==> src/design/gvl_pkg.sv <==
// Package: widths, reset values and codes for the gated velocity low-pass.
`timescale 1ns / 1ps
`default_nettype none
package gvl_pkg;
    localparam int FRAC_BITS_DEF = 16;
    localparam logic [30:0] MAXH_RST = 31'd327680;
    localparam logic [30:0] MAXV_RST = 31'd196608;
    localparam logic [33:0] TAU_RST = 34'd200000000;
    localparam logic [1:0] QUALITY_GOOD = 2'd2;
    localparam logic [63:0] NS_PER_S = 64'd1000000000;
    localparam logic [62:0] DT_MIN_NS = 63'd5000000;
    localparam logic [62:0] DT_MAX_NS = 63'd200000000;
    localparam logic [1:0] REG_MAXH = 2'd0;
    localparam logic [1:0] REG_MAXV = 2'd1;
    localparam logic [1:0] REG_TAUH = 2'd2;
    localparam logic [1:0] REG_TAUV = 2'd3;

    typedef enum logic [6:0] {
        ST_IDLE  = 7'b0000001,
        ST_GATE  = 7'b0000010,
        ST_MUL   = 7'b0000100,
        ST_DIV   = 7'b0001000,
        ST_CHECK = 7'b0010000,
        ST_LPDIV = 7'b0100000,
        ST_OUT   = 7'b1000000
    } state_t;
endpackage
`default_nettype wire

==> src/design/gated_velocity_lowpass.sv <==
// Top level: gated finite-difference velocity with first-order low-pass.
//
// channel  dir  handshake          word
// s_       in   tvalid/tready      pos x,y,z, frame_time, quality, map count
// m_       out  tvalid/tready      vel x,y,z, valid
// apb      in   psel/penable       four registers at 8*i
//
// A filtered item passes one gate state, then multiply, divide and check for
// each of the three axes for the raw speed, then multiply, divide and filter
// update for each axis, and one output state, on one bit-serial shift-add
// multiplier and one restoring divider. A seeding or speed-rejected item skips
// the filter steps; a gate-rejected item goes from the gate to the output.
// Reset clears the tracker and loads the register defaults.
// s_tready is low while an item is at work or its result waits on m_.
`timescale 1ns / 1ps
`default_nettype none
module gated_velocity_lowpass #(
    parameter int FRAC_BITS = gvl_pkg::FRAC_BITS_DEF
) (
    input  wire logic         aclk,
    input  wire logic         aresetn,
    input  wire logic         s_tvalid,
    output logic              s_tready,
    // pos_x[31:0], pos_y[63:32], pos_z[95:64], frame_time[158:96],
    // pose_quality[160:159], map_reset_count[176:161], zero fill to 184
    input  wire logic [183:0] s_tdata,
    output logic              m_tvalid,
    input  wire logic         m_tready,
    // vel_x[31:0], vel_y[63:32], vel_z[95:64]
    output logic [95:0]       m_tdata,
    // vel_valid[0]
    output logic              m_tuser,
    input  wire logic         psel,
    input  wire logic         penable,
    input  wire logic         pwrite,
    input  wire logic [4:0]   paddr,
    input  wire logic [63:0]  pwdata,
    output logic [63:0]       prdata,
    output logic              pready
);
    localparam logic [30:0] MAXH_RST_P = 31'(64'd5 << FRAC_BITS);
    localparam logic [30:0] MAXV_RST_P = 31'(64'd3 << FRAC_BITS);

    gvl_pkg::state_t state_reg;
    logic [30:0] maxh_reg, maxv_reg;
    logic [33:0] tauh_reg, tauv_reg;
    logic [31:0] px_reg [3];
    logic [62:0] ptime_reg;
    logic [1:0]  pq_reg;
    logic [15:0] pc_reg;
    logic        have_prev_reg, have_filt_reg;
    logic [31:0] filt_reg [3];
    logic [31:0] raw_reg [3];
    logic [31:0] cx_reg [3];
    logic [62:0] ct_reg;
    logic [1:0]  cq_reg;
    logic [15:0] cc_reg;
    logic [62:0] dt_reg;
    logic [1:0]  axis_reg;
    logic        lp_reg, neg_reg, ok_reg;
    logic [63:0] mcand_reg, mplier_reg, acc_reg;
    logic [63:0] den_reg, quo_reg, rem_reg;
    logic [6:0]  cnt_reg;
    logic [95:0] out_data_reg;
    logic        out_valid_reg, out_user_reg;

    logic        wr_en;
    logic [1:0]  wr_idx;
    logic [32:0] diff;
    logic [32:0] dfl;
    logic [63:0] rem_sh, rem_sub;
    logic [33:0] tau_sel;
    logic [31:0] mag_sel;
    logic [32:0] lim;
    logic [31:0] qsat;
    logic [31:0] newf;

    assign pready = 1'b1;
    assign wr_en = psel && penable && pwrite;
    assign wr_idx = paddr[4:3];
    assign s_tready = (state_reg == gvl_pkg::ST_IDLE) && !out_valid_reg;
    assign m_tvalid = out_valid_reg;
    assign m_tdata = out_data_reg;
    assign m_tuser = out_user_reg;

    always_comb begin
        case (wr_idx)
            gvl_pkg::REG_MAXH: prdata = {33'd0, maxh_reg};
            gvl_pkg::REG_MAXV: prdata = {33'd0, maxv_reg};
            gvl_pkg::REG_TAUH: prdata = {30'd0, tauh_reg};
            gvl_pkg::REG_TAUV: prdata = {30'd0, tauv_reg};
            default: prdata = 64'd0;
        endcase
    end

    always_comb begin
        diff = {cx_reg[axis_reg][31], cx_reg[axis_reg]} - {px_reg[axis_reg][31], px_reg[axis_reg]};
        dfl = {raw_reg[axis_reg][31], raw_reg[axis_reg]}
            - {filt_reg[axis_reg][31], filt_reg[axis_reg]};
        tau_sel = (axis_reg == 2'd2) ? tauv_reg : tauh_reg;
        lim = (axis_reg == 2'd2) ? {2'b0, maxv_reg} : {2'b0, maxh_reg};
        rem_sh = {rem_reg[62:0], quo_reg[63]};
        rem_sub = rem_sh - den_reg;
        qsat = (quo_reg > 64'h7FFF_FFFF) ? (neg_reg ? 32'h8000_0000 : 32'h7FFF_FFFF)
                                          : quo_reg[31:0];
        mag_sel = neg_reg ? (32'd0 - qsat) : qsat;
        newf = neg_reg ? (filt_reg[axis_reg] - quo_reg[31:0])
                       : (filt_reg[axis_reg] + quo_reg[31:0]);
    end

    always_ff @(posedge aclk) begin
        if (!aresetn) begin
            state_reg <= gvl_pkg::ST_IDLE;
            maxh_reg <= MAXH_RST_P;
            maxv_reg <= MAXV_RST_P;
            tauh_reg <= gvl_pkg::TAU_RST;
            tauv_reg <= gvl_pkg::TAU_RST;
            have_prev_reg <= 1'b0;
            have_filt_reg <= 1'b0;
            pq_reg <= 2'd0;
            pc_reg <= 16'd0;
            ptime_reg <= 63'd0;
            out_valid_reg <= 1'b0;
            for (int i = 0; i < 3; i++) begin
                px_reg[i] <= 32'd0;
                filt_reg[i] <= 32'd0;
            end
        end else begin
            if (wr_en) begin
                case (wr_idx)
                    gvl_pkg::REG_MAXH: maxh_reg <= pwdata[30:0];
                    gvl_pkg::REG_MAXV: maxv_reg <= pwdata[30:0];
                    gvl_pkg::REG_TAUH: tauh_reg <= pwdata[33:0];
                    gvl_pkg::REG_TAUV: tauv_reg <= pwdata[33:0];
                    default: ;
                endcase
            end
            if (m_tvalid && m_tready) out_valid_reg <= 1'b0;
            case (state_reg)
                gvl_pkg::ST_IDLE: begin
                    if (s_tvalid && s_tready) begin
                        cx_reg[0] <= s_tdata[31:0];
                        cx_reg[1] <= s_tdata[63:32];
                        cx_reg[2] <= s_tdata[95:64];
                        ct_reg <= s_tdata[158:96];
                        cq_reg <= s_tdata[160:159];
                        cc_reg <= s_tdata[176:161];
                        state_reg <= gvl_pkg::ST_GATE;
                    end
                end
                gvl_pkg::ST_GATE: begin
                    dt_reg <= ct_reg - ptime_reg;
                    ok_reg <= cq_reg == gvl_pkg::QUALITY_GOOD && have_prev_reg
                        && pq_reg == gvl_pkg::QUALITY_GOOD && cc_reg == pc_reg
                        && ct_reg > ptime_reg
                        && (ct_reg - ptime_reg) >= gvl_pkg::DT_MIN_NS
                        && (ct_reg - ptime_reg) <= gvl_pkg::DT_MAX_NS;
                    axis_reg <= 2'd0;
                    lp_reg <= 1'b0;
                    state_reg <= (cq_reg == gvl_pkg::QUALITY_GOOD && have_prev_reg
                        && pq_reg == gvl_pkg::QUALITY_GOOD && cc_reg == pc_reg
                        && ct_reg > ptime_reg
                        && (ct_reg - ptime_reg) >= gvl_pkg::DT_MIN_NS
                        && (ct_reg - ptime_reg) <= gvl_pkg::DT_MAX_NS)
                        ? gvl_pkg::ST_MUL : gvl_pkg::ST_OUT;
                    cnt_reg <= 7'd0;
                    acc_reg <= 64'd0;
                    mcand_reg <= 64'd0;
                    mplier_reg <= 64'd0;
                end
                gvl_pkg::ST_MUL: begin
                    if (cnt_reg == 7'd0) begin
                        if (!lp_reg) begin
                            neg_reg <= diff[32];
                            mcand_reg <= {31'd0, (diff[32] ? (33'd0 - diff) : diff)};
                            mplier_reg <= gvl_pkg::NS_PER_S;
                        end else begin
                            neg_reg <= dfl[32];
                            mcand_reg <= {31'd0, (dfl[32] ? (33'd0 - dfl) : dfl)};
                            mplier_reg <= {1'b0, dt_reg};
                        end
                        acc_reg <= 64'd0;
                        cnt_reg <= 7'd1;
                    end else if (cnt_reg <= 7'd64) begin
                        if (mplier_reg[0]) acc_reg <= acc_reg + mcand_reg;
                        mcand_reg <= {mcand_reg[62:0], 1'b0};
                        mplier_reg <= {1'b0, mplier_reg[63:1]};
                        cnt_reg <= cnt_reg + 7'd1;
                    end else begin
                        if (!lp_reg) begin
                            den_reg <= {1'b0, dt_reg};
                            quo_reg <= acc_reg + {2'b0, dt_reg[62:1]};
                        end else begin
                            den_reg <= {30'd0, tau_sel} + {1'b0, dt_reg};
                            quo_reg <= acc_reg + (({30'd0, tau_sel} + {1'b0, dt_reg}) >> 1);
                        end
                        rem_reg <= 64'd0;
                        cnt_reg <= 7'd0;
                        state_reg <= gvl_pkg::ST_DIV;
                    end
                end
                gvl_pkg::ST_DIV: begin
                    if (cnt_reg != 7'd64) begin
                        if (rem_sh >= den_reg) begin
                            rem_reg <= rem_sub;
                            quo_reg <= {quo_reg[62:0], 1'b1};
                        end else begin
                            rem_reg <= rem_sh;
                            quo_reg <= {quo_reg[62:0], 1'b0};
                        end
                        cnt_reg <= cnt_reg + 7'd1;
                    end else begin
                        cnt_reg <= 7'd0;
                        state_reg <= lp_reg ? gvl_pkg::ST_LPDIV : gvl_pkg::ST_CHECK;
                    end
                end
                gvl_pkg::ST_CHECK: begin
                    raw_reg[axis_reg] <= mag_sel;
                    if ({1'b0, qsat} > lim || (neg_reg && qsat == 32'h8000_0000))
                        ok_reg <= 1'b0;
                    if (axis_reg == 2'd2) begin
                        axis_reg <= 2'd0;
                        if (!(ok_reg && !({1'b0, qsat} > lim
                              || (neg_reg && qsat == 32'h8000_0000)))) begin
                            state_reg <= gvl_pkg::ST_OUT;
                        end else if (!have_filt_reg) begin
                            state_reg <= gvl_pkg::ST_OUT;
                        end else begin
                            lp_reg <= 1'b1;
                            state_reg <= gvl_pkg::ST_MUL;
                        end
                    end else begin
                        axis_reg <= axis_reg + 2'd1;
                        state_reg <= gvl_pkg::ST_MUL;
                    end
                end
                gvl_pkg::ST_LPDIV: begin
                    filt_reg[axis_reg] <= newf;
                    if (axis_reg == 2'd2) begin
                        state_reg <= gvl_pkg::ST_OUT;
                    end else begin
                        axis_reg <= axis_reg + 2'd1;
                        state_reg <= gvl_pkg::ST_MUL;
                    end
                end
                gvl_pkg::ST_OUT: begin
                    for (int i = 0; i < 3; i++) px_reg[i] <= cx_reg[i];
                    ptime_reg <= ct_reg;
                    pq_reg <= cq_reg;
                    pc_reg <= cc_reg;
                    have_prev_reg <= 1'b1;
                    out_valid_reg <= 1'b1;
                    out_user_reg <= ok_reg;
                    if (!ok_reg) begin
                        have_filt_reg <= 1'b0;
                        for (int i = 0; i < 3; i++) filt_reg[i] <= 32'd0;
                        out_data_reg <= 96'd0;
                    end else if (!lp_reg) begin
                        have_filt_reg <= 1'b1;
                        for (int i = 0; i < 3; i++) filt_reg[i] <= raw_reg[i];
                        out_data_reg <= {raw_reg[2], raw_reg[1], raw_reg[0]};
                    end else begin
                        out_data_reg <= {filt_reg[2], filt_reg[1], filt_reg[0]};
                    end
                    state_reg <= gvl_pkg::ST_IDLE;
                end
                default: state_reg <= gvl_pkg::ST_IDLE;
            endcase
        end
    end

    a_no_accept_busy: assert property (@(posedge aclk) disable iff (!aresetn)
        (state_reg != gvl_pkg::ST_IDLE) |-> !s_tready)
        else $error("accept while busy");
    a_out_hold: assert property (@(posedge aclk) disable iff (!aresetn)
        (m_tvalid && !m_tready) |=> m_tvalid && $stable(m_tdata))
        else $error("result dropped");
    a_invalid_zero: assert property (@(posedge aclk) disable iff (!aresetn)
        (m_tvalid && !m_tuser) |-> (m_tdata == 96'd0))
        else $error("invalid word not zero");
endmodule
`default_nettype wire

==> config.mk <==
export PLATFORM = sky130hd
export DESIGN_NAME = gated_velocity_lowpass
export DESIGN_NICKNAME = d
export VERILOG_FILES = /design/src/design/gvl_pkg.sv /design/src/design/gated_velocity_lowpass.sv
export SDC_FILE = /design/constraint.sdc
export NUM_CORES = 2
export LEC_CHECK = 0
export ABC_CLOCK_PERIOD_IN_PS = 13300
export BUFFER_PORTS_ARGS = -buffer_cell sky130_fd_sc_hd__buf_4
export CAP_MARGIN = 20
export CORE_UTILIZATION = 30
export DETAILED_ROUTE_END_ITERATION = 8
export MAX_ROUTING_LAYER = met4
export PLACE_DENSITY_LB_ADDON = 0.1
export SLEW_MARGIN = 25
export SYNTH_ARGS = -nofsm -noshare
export SYNTH_HDL_FRONTEND = slang
export SYNTH_SLANG_ARGS = --single-unit
==> constraint.sdc <==
create_clock -name aclk -period 13.3 [get_ports aclk]
set_input_delay 1.33 -clock aclk [delete_from_list [all_inputs] [get_ports aclk]]
set_output_delay 1.33 -clock aclk [all_outputs]
set_load 0.05 [all_outputs]
# Word level (Yosys, flattened, before mapping)
# Memories as Yosys holds them, arrays and structs flattened. A register that Yosys moved wholly into a read port is not among the register bits.
# Cells that the tools add are included.
[op_classes]
addsub = 15
n_lt_le_gt_ge = 7
n_eq_ne = 29
mux = 101
bitwise_logic = 11
reduce_logical = 46
[op_table]
columns = ["operator", "count"]
rows = [
  ["$mux 64", 11],
  ["$pmux 64 s2", 4],
  ["$mux 32", 14],
  ["$mux 63", 6],
  ["$pmux 64 s4", 1],
  ["$pmux 63 s2", 1],
  ["$sub 63x63->63", 2],
  ["$mux 33", 3],
  ["$mux 7", 12],
  ["$sub 1x33->33 const A", 2],
  ["$sub 32x32->33", 2],
  ["$add 34x63->64", 1],
  ["$add 64x62->64", 1],
  ["$add 64x63->64", 1],
  ["$add 64x64->64", 1],
  ["$ge 64x64->1", 1],
  ["$gt 64x31->1 const B", 1],
  ["$ge 63x23->1 const B", 1],
  ["$gt 63x63->1", 1],
  ["$le 63x28->1 const B", 1],
  ["$pmux 7 s6", 1],
  ["$mux 1", 34],
  ["$mux 34", 1],
  ["$add 32x32->32", 1],
  ["41 further kinds", 105],
]
[word_totals]
register_bits = 761
ram_bits = 384
input_bits = 260
out_inout_bits = 164
word_cells = 241
memories = 4
[mem_list]
columns = ["name", "words", "word_bits", "read_ports", "rd_clocked_by_memory_dff", "wr", "line", "source"]
rows = [
  ["cx_reg", 3, 32, 4, 1, 3, "gated_velocity_lowpass.sv:54", "logic [31:0] cx_reg [3];"],
  ["filt_reg", 3, 32, 4, 4, 3, "gated_velocity_lowpass.sv:52", "logic [31:0] filt_reg [3];"],
  ["px_reg", 3, 32, 1, 1, 3, "gated_velocity_lowpass.sv:47", "logic [31:0] px_reg [3];"],
  ["raw_reg", 3, 32, 4, 1, 1, "gated_velocity_lowpass.sv:53", "logic [31:0] raw_reg [3];"],
]

# Logic depth before layout (Yosys ltp)
[logic_depth]
word_depth = 10
mapped_depth = 34
depth_no_buf = 32

# Worst setup path before layout
# Ideal clock, no wire load.
[synth_path]
kind = "input port to flip-flop"
start = "input aresetn"
end = "register quo_reg[0] (enable)"
setup_ns = 0.814
arrival_time_ns = 11.499
required_time_ns = 12.486
slack_ns = 0.988
cell_stages = 5
n_path_buf = 3
cell_sequence = "clkbuf_1 clkbuf_1 clkbuf_1 o21ai_0 a221oi_1"
[synth_via]
elab_chain_cells = 1
[synth_rtl]
columns = ["item", "line", "source"]
rows = [
  ["start: declaration", "gated_velocity_lowpass.sv:21", "input wire logic aresetn,"],
  ["$reduce_and 5->1 (no source line)", "--", ""],
  ["end signal: assignment", "gated_velocity_lowpass.sv:192", "quo_reg <= acc_reg + {2'b0, dt_reg[62:1]};"],
  ["end signal: assignment", "gated_velocity_lowpass.sv:195", "quo_reg <= acc_reg + (({30'd0, tau_sel} + {1'b0, dt_reg}) >> 1);"],
  ["end signal: assignment", "gated_velocity_lowpass.sv:206", "quo_reg <= {quo_reg[62:0], 1'b1};"],
  ["end: declaration", "gated_velocity_lowpass.sv:62", "logic [63:0] den_reg, quo_reg, rem_reg;"],
]
# No other way between the ends.
# A chain may end at the register's enable or synchronous reset.

# Final worst setup path
[layout_path]
start = "register axis_reg[0]"
end = "register quo_reg[63] (data pin)"
[layout_via]
elab_chain_cells = 8
[layout_rtl]
columns = ["item", "line", "source"]
rows = [
  ["start: declaration", "gated_velocity_lowpass.sv:59", "logic [1:0] axis_reg;"],
  ["start signal: assignment", "gated_velocity_lowpass.sv:233", "axis_reg <= axis_reg + 2'd1;"],
  ["start signal: assignment", "gated_velocity_lowpass.sv:242", "axis_reg <= axis_reg + 2'd1;"],
  ["$eq 2x2->1", "gated_velocity_lowpass.sv:100", "tau_sel = (axis_reg == 2'd2) ? tauv_reg : tauh_reg;"],
  ["$mux 34", "gated_velocity_lowpass.sv:100", ""],
  ["$add 34x63->64", "gated_velocity_lowpass.sv:195", ""],
  ["$add 64x63->64", "gated_velocity_lowpass.sv:195", ""],
  ["$mux 64", "gated_velocity_lowpass.sv:190", "if (!lp_reg) begin"],
  ["$mux 64", "gated_velocity_lowpass.sv:184", "end else if (cnt_reg <= 7'd64) begin"],
  ["$mux 64", "gated_velocity_lowpass.sv:172", "if (cnt_reg == 7'd0) begin"],
  ["$pmux 64 s2", "gated_velocity_lowpass.sv:139", "case (state_reg)"],
]
# No other way between the ends. The select of a mux whose other input is x is not followed.

==> reports/metrics.cfg <==
[timing]
fmax_mhz = 106.4
fin_crit_sh_pct = 70.64
fin_crit_ns = 9.395
worstMarginPinSlew_ns = 1.261
setup_viol = 0
rsz0062_at_grt = false
finalHoldViolCount = 0
slew_violations = 0
tns_ns = 0
maxSlewHeadroom_pct = 14.84
clock_skew_ns = 0.04494

[detailed_routing]
routed-wl-met3_um = 11360
antenna_left = 0
drt-initial-drc-count = 4683
top_layer = met4
wl_per_cell_um = 22.37
wirelength_met1_um = 127800
drc_errors = 0
first_pass_iters = 5
wirelength_um = 253100
via_per_inst = 5.195
via_count = 58770
dr_wl_met2_um = 109200

[cells_and_area]
nets = 8493
final_common_cell = edfxtp_1
fin_area_mm2 = 0.08876
syn_to_final_growth_pct = 14.91
final.fill_count = 25830
final_cell_mix = edfxtp_1 (987), nand2_1 (827), a21oi_1 (558)
drive_gt1_share_pct = 11.59

[critical_path]
rr_worst_depth = 30
critPathLaunch = axis_reg[0]
critical_path_arrival_ns = 9.94
ff2ff_setup_slack_ns = 3.91
path_buf_inv = 2
crit_fanout = 38
cp_slowest_cell = ha_4
worst_ep_required_time_ns = 13.85
slowest_delay_ns = 0.65
r2r_end = quo_reg[63]
start_kind = flip-flop
critPathKind = reg -> reg
cp_top_family = compound AO/OA/AOI/OAI gates
r2r_start = axis_reg[0]
cp-end-kind = flip-flop

[floorplanning]
io_pins = 424
initial_utilization_pct = 30.28
core.rowCount = 185
die_h_um = 509.4
fp.dieW_um = 509.4
core_mm2 = 0.2551
dieArea_mm2 = 0.2595

[hold_path]
hold_path_end = ptime_reg[5]
hold_path_depth = 2
hold_path_class = reg -> reg
worstHoldStart = ptime_reg[5]

[placement]
port_buffers = 352
hpwl_um = 186500
place_congestion = 0.8925
place_area_mm2 = 0.08329

[flow_run]
cap_violations = 0

[pwr]
power_frac_comb_pct = 7.0
p_int_mw = 7.304
clkPwrFrac_pct = 47.0
p_seq_share_pct = 46.0
sw_frac_of_total_pct = 24.38
vdd.ir_drop.worst_mv = 0.1222
p_per_area_mw_per_mm2 = 108.8
switching_power_mw = 2.354
leakage_nw = 33.37

[logic_synthesis]
synth-seq-cells = 1306
yosysTopAreaCell = edfxtp_1
yosysUniqueCellTypes = 89
seq_area_frac_synth_pct = 46.64
synth_top_area_share_pct = 38.37
synth_ff_type = edfxtp_1
yosysWarnings = 0
netlist_area_mm2 = 0.07724
synth_edf_count = 987
avgSynthCellArea_um2 = 10.15
async_flop_share_pct = 0
netlist_top_cells_area = edfxtp_1 (38%), dfxtp_1 (8.3%), ha_1 (6.9%)
synth_cells = 7608

[global_route]
antenna_found_initial = 7
overflow = 0
grt_max_degree = 144
grt.total_usage_pct = 19.64
grt_pass1_wl_um = 374100
grt_pass1_vias = 56980

[clocking]
cts_setup_buffers = 0
hold_buffers = 0
cts_resized = 0
cts-root-buf = clkbuf_16
worstSkewPairLatency_ns = 0.83
cts_sinks = 1306
clkTransAtPathRegs_ns = 0.06
cts_tree = yes
numCtsBuffers = 163
cts_max_level = 4
cts_buffer_depth = 3

[run_status]
status = complete, no violations

tightest hold or removal path, cell delays in order (launching register included):
cell      delay [ns]
dfxtp_1         0.31
nand2_1         0.04
a21boi_0        0.06
worst max-delay path by stage:
stage,to,slack [ns],cells after the start
floorplan,quo_reg[0],0.99,5
global placement,quo_reg[63],3.95,30
detailed placement,quo_reg[63],3.99,30
CTS,quo_reg[63],3.89,30
global route,quo_reg[63],3.24,30
finish,quo_reg[63],3.91,30
area by class of cell:
class	instances	area (um2)	share of cell area, %
timing repair buffer	433	3293	3.710
tap	3366	4212	4.745
clock buffer	219	4390	4.946
clock inverter	82	1025	1.154
antenna	10	25.02	0.02819
sequential	1306	36030	40.59
inverter	302	1134	1.277
multi-input combinational	5595	38650	43.54
power groups by stage:
stage | sequential [mW] | clock [mW] | combinational (mW)
floorplan | 4.52 | 0 | 0.433
detailed placement | 4.53 | 0 | 0.668
finish | 4.44 | 4.54 | 0.674
CTS | 4.44 | 4.68 | 0.671
global placement | 4.53 | 0 | 0.664
global route | 4.44 | 4.82 | 0.729
cells by family (layout without fill, tap and decap cells):
family	count (synthesis)	count (layout)	share of synthesized area [%]
compound gates	1998	1998	16.82
xor+xnor	467	467	5.295
fa+ha+maj	432	432	7.075
buf+inv	736	1036	3.748
flops	1306	1306	46.64
mux	364	364	6.356
other cells	2	41	0.009722
simple gates	2303	2303	14.06
metrics by stage:
stage | total power, mW | worst slack (ns) | cells | utilization (%) | hold slack (ns)
final | 9.658 | 3.905 | 11310 | 34.80 | 0.4647
after global routing | 9.991 | 3.238 | 11310 | 34.79 | 0.4794
after CTS | 9.792 | 3.894 | 11300 | 34.77 | 0.4652
after detailed placement | 5.196 | 3.986 | 11000 | 32.65 | 0.4533
after floorplan | 4.952 | 0.9878 | 7637 | - | 0.4244
after global placement | 5.192 | 3.950 | 11000 | 32.65 | 0.4468
Yosys cell counts (all sizes together) (12+ instances only):
cell    count
xor2      160
nand4      77
nand3b     12
mux4       95
nand3     154
nand2     830
a22o       53
a21boi    200
edfxtp    987
mux2       62
a31o       15
o31ai      41
o41ai      13
a21oi     559
buf       100
o31a       15
o21bai     57
or2        19
mux2i     207
a311oi     12
nor3b      18
inv       302
clkbuf    334
nor2      535
nor3       93
a31oi      66
a211oi     49
and2       29
nand2b     57
xnor2     307
o21a       65
and3      203
o211ai     27
ha        424
a41oi      20
a22oi      98
or3        27
nor4       39
o22ai      15
o21ai     350
nor2b     154
or4        23
a21o      249
dfxtp     319
per-layer routing:
| layer | global-route usage (%) | vias to the layer above |
|---|---|---|
| met5 | - | - |
| met4 | 4.192 | 0 |
| met3 | 2.460 | 256 |
| met2 | 28.76 | 1387 |
| met1 | 28.70 | 28800 |
| li1 | - | 28330 |
Note: power is estimated with default switching activity, not from simulation.
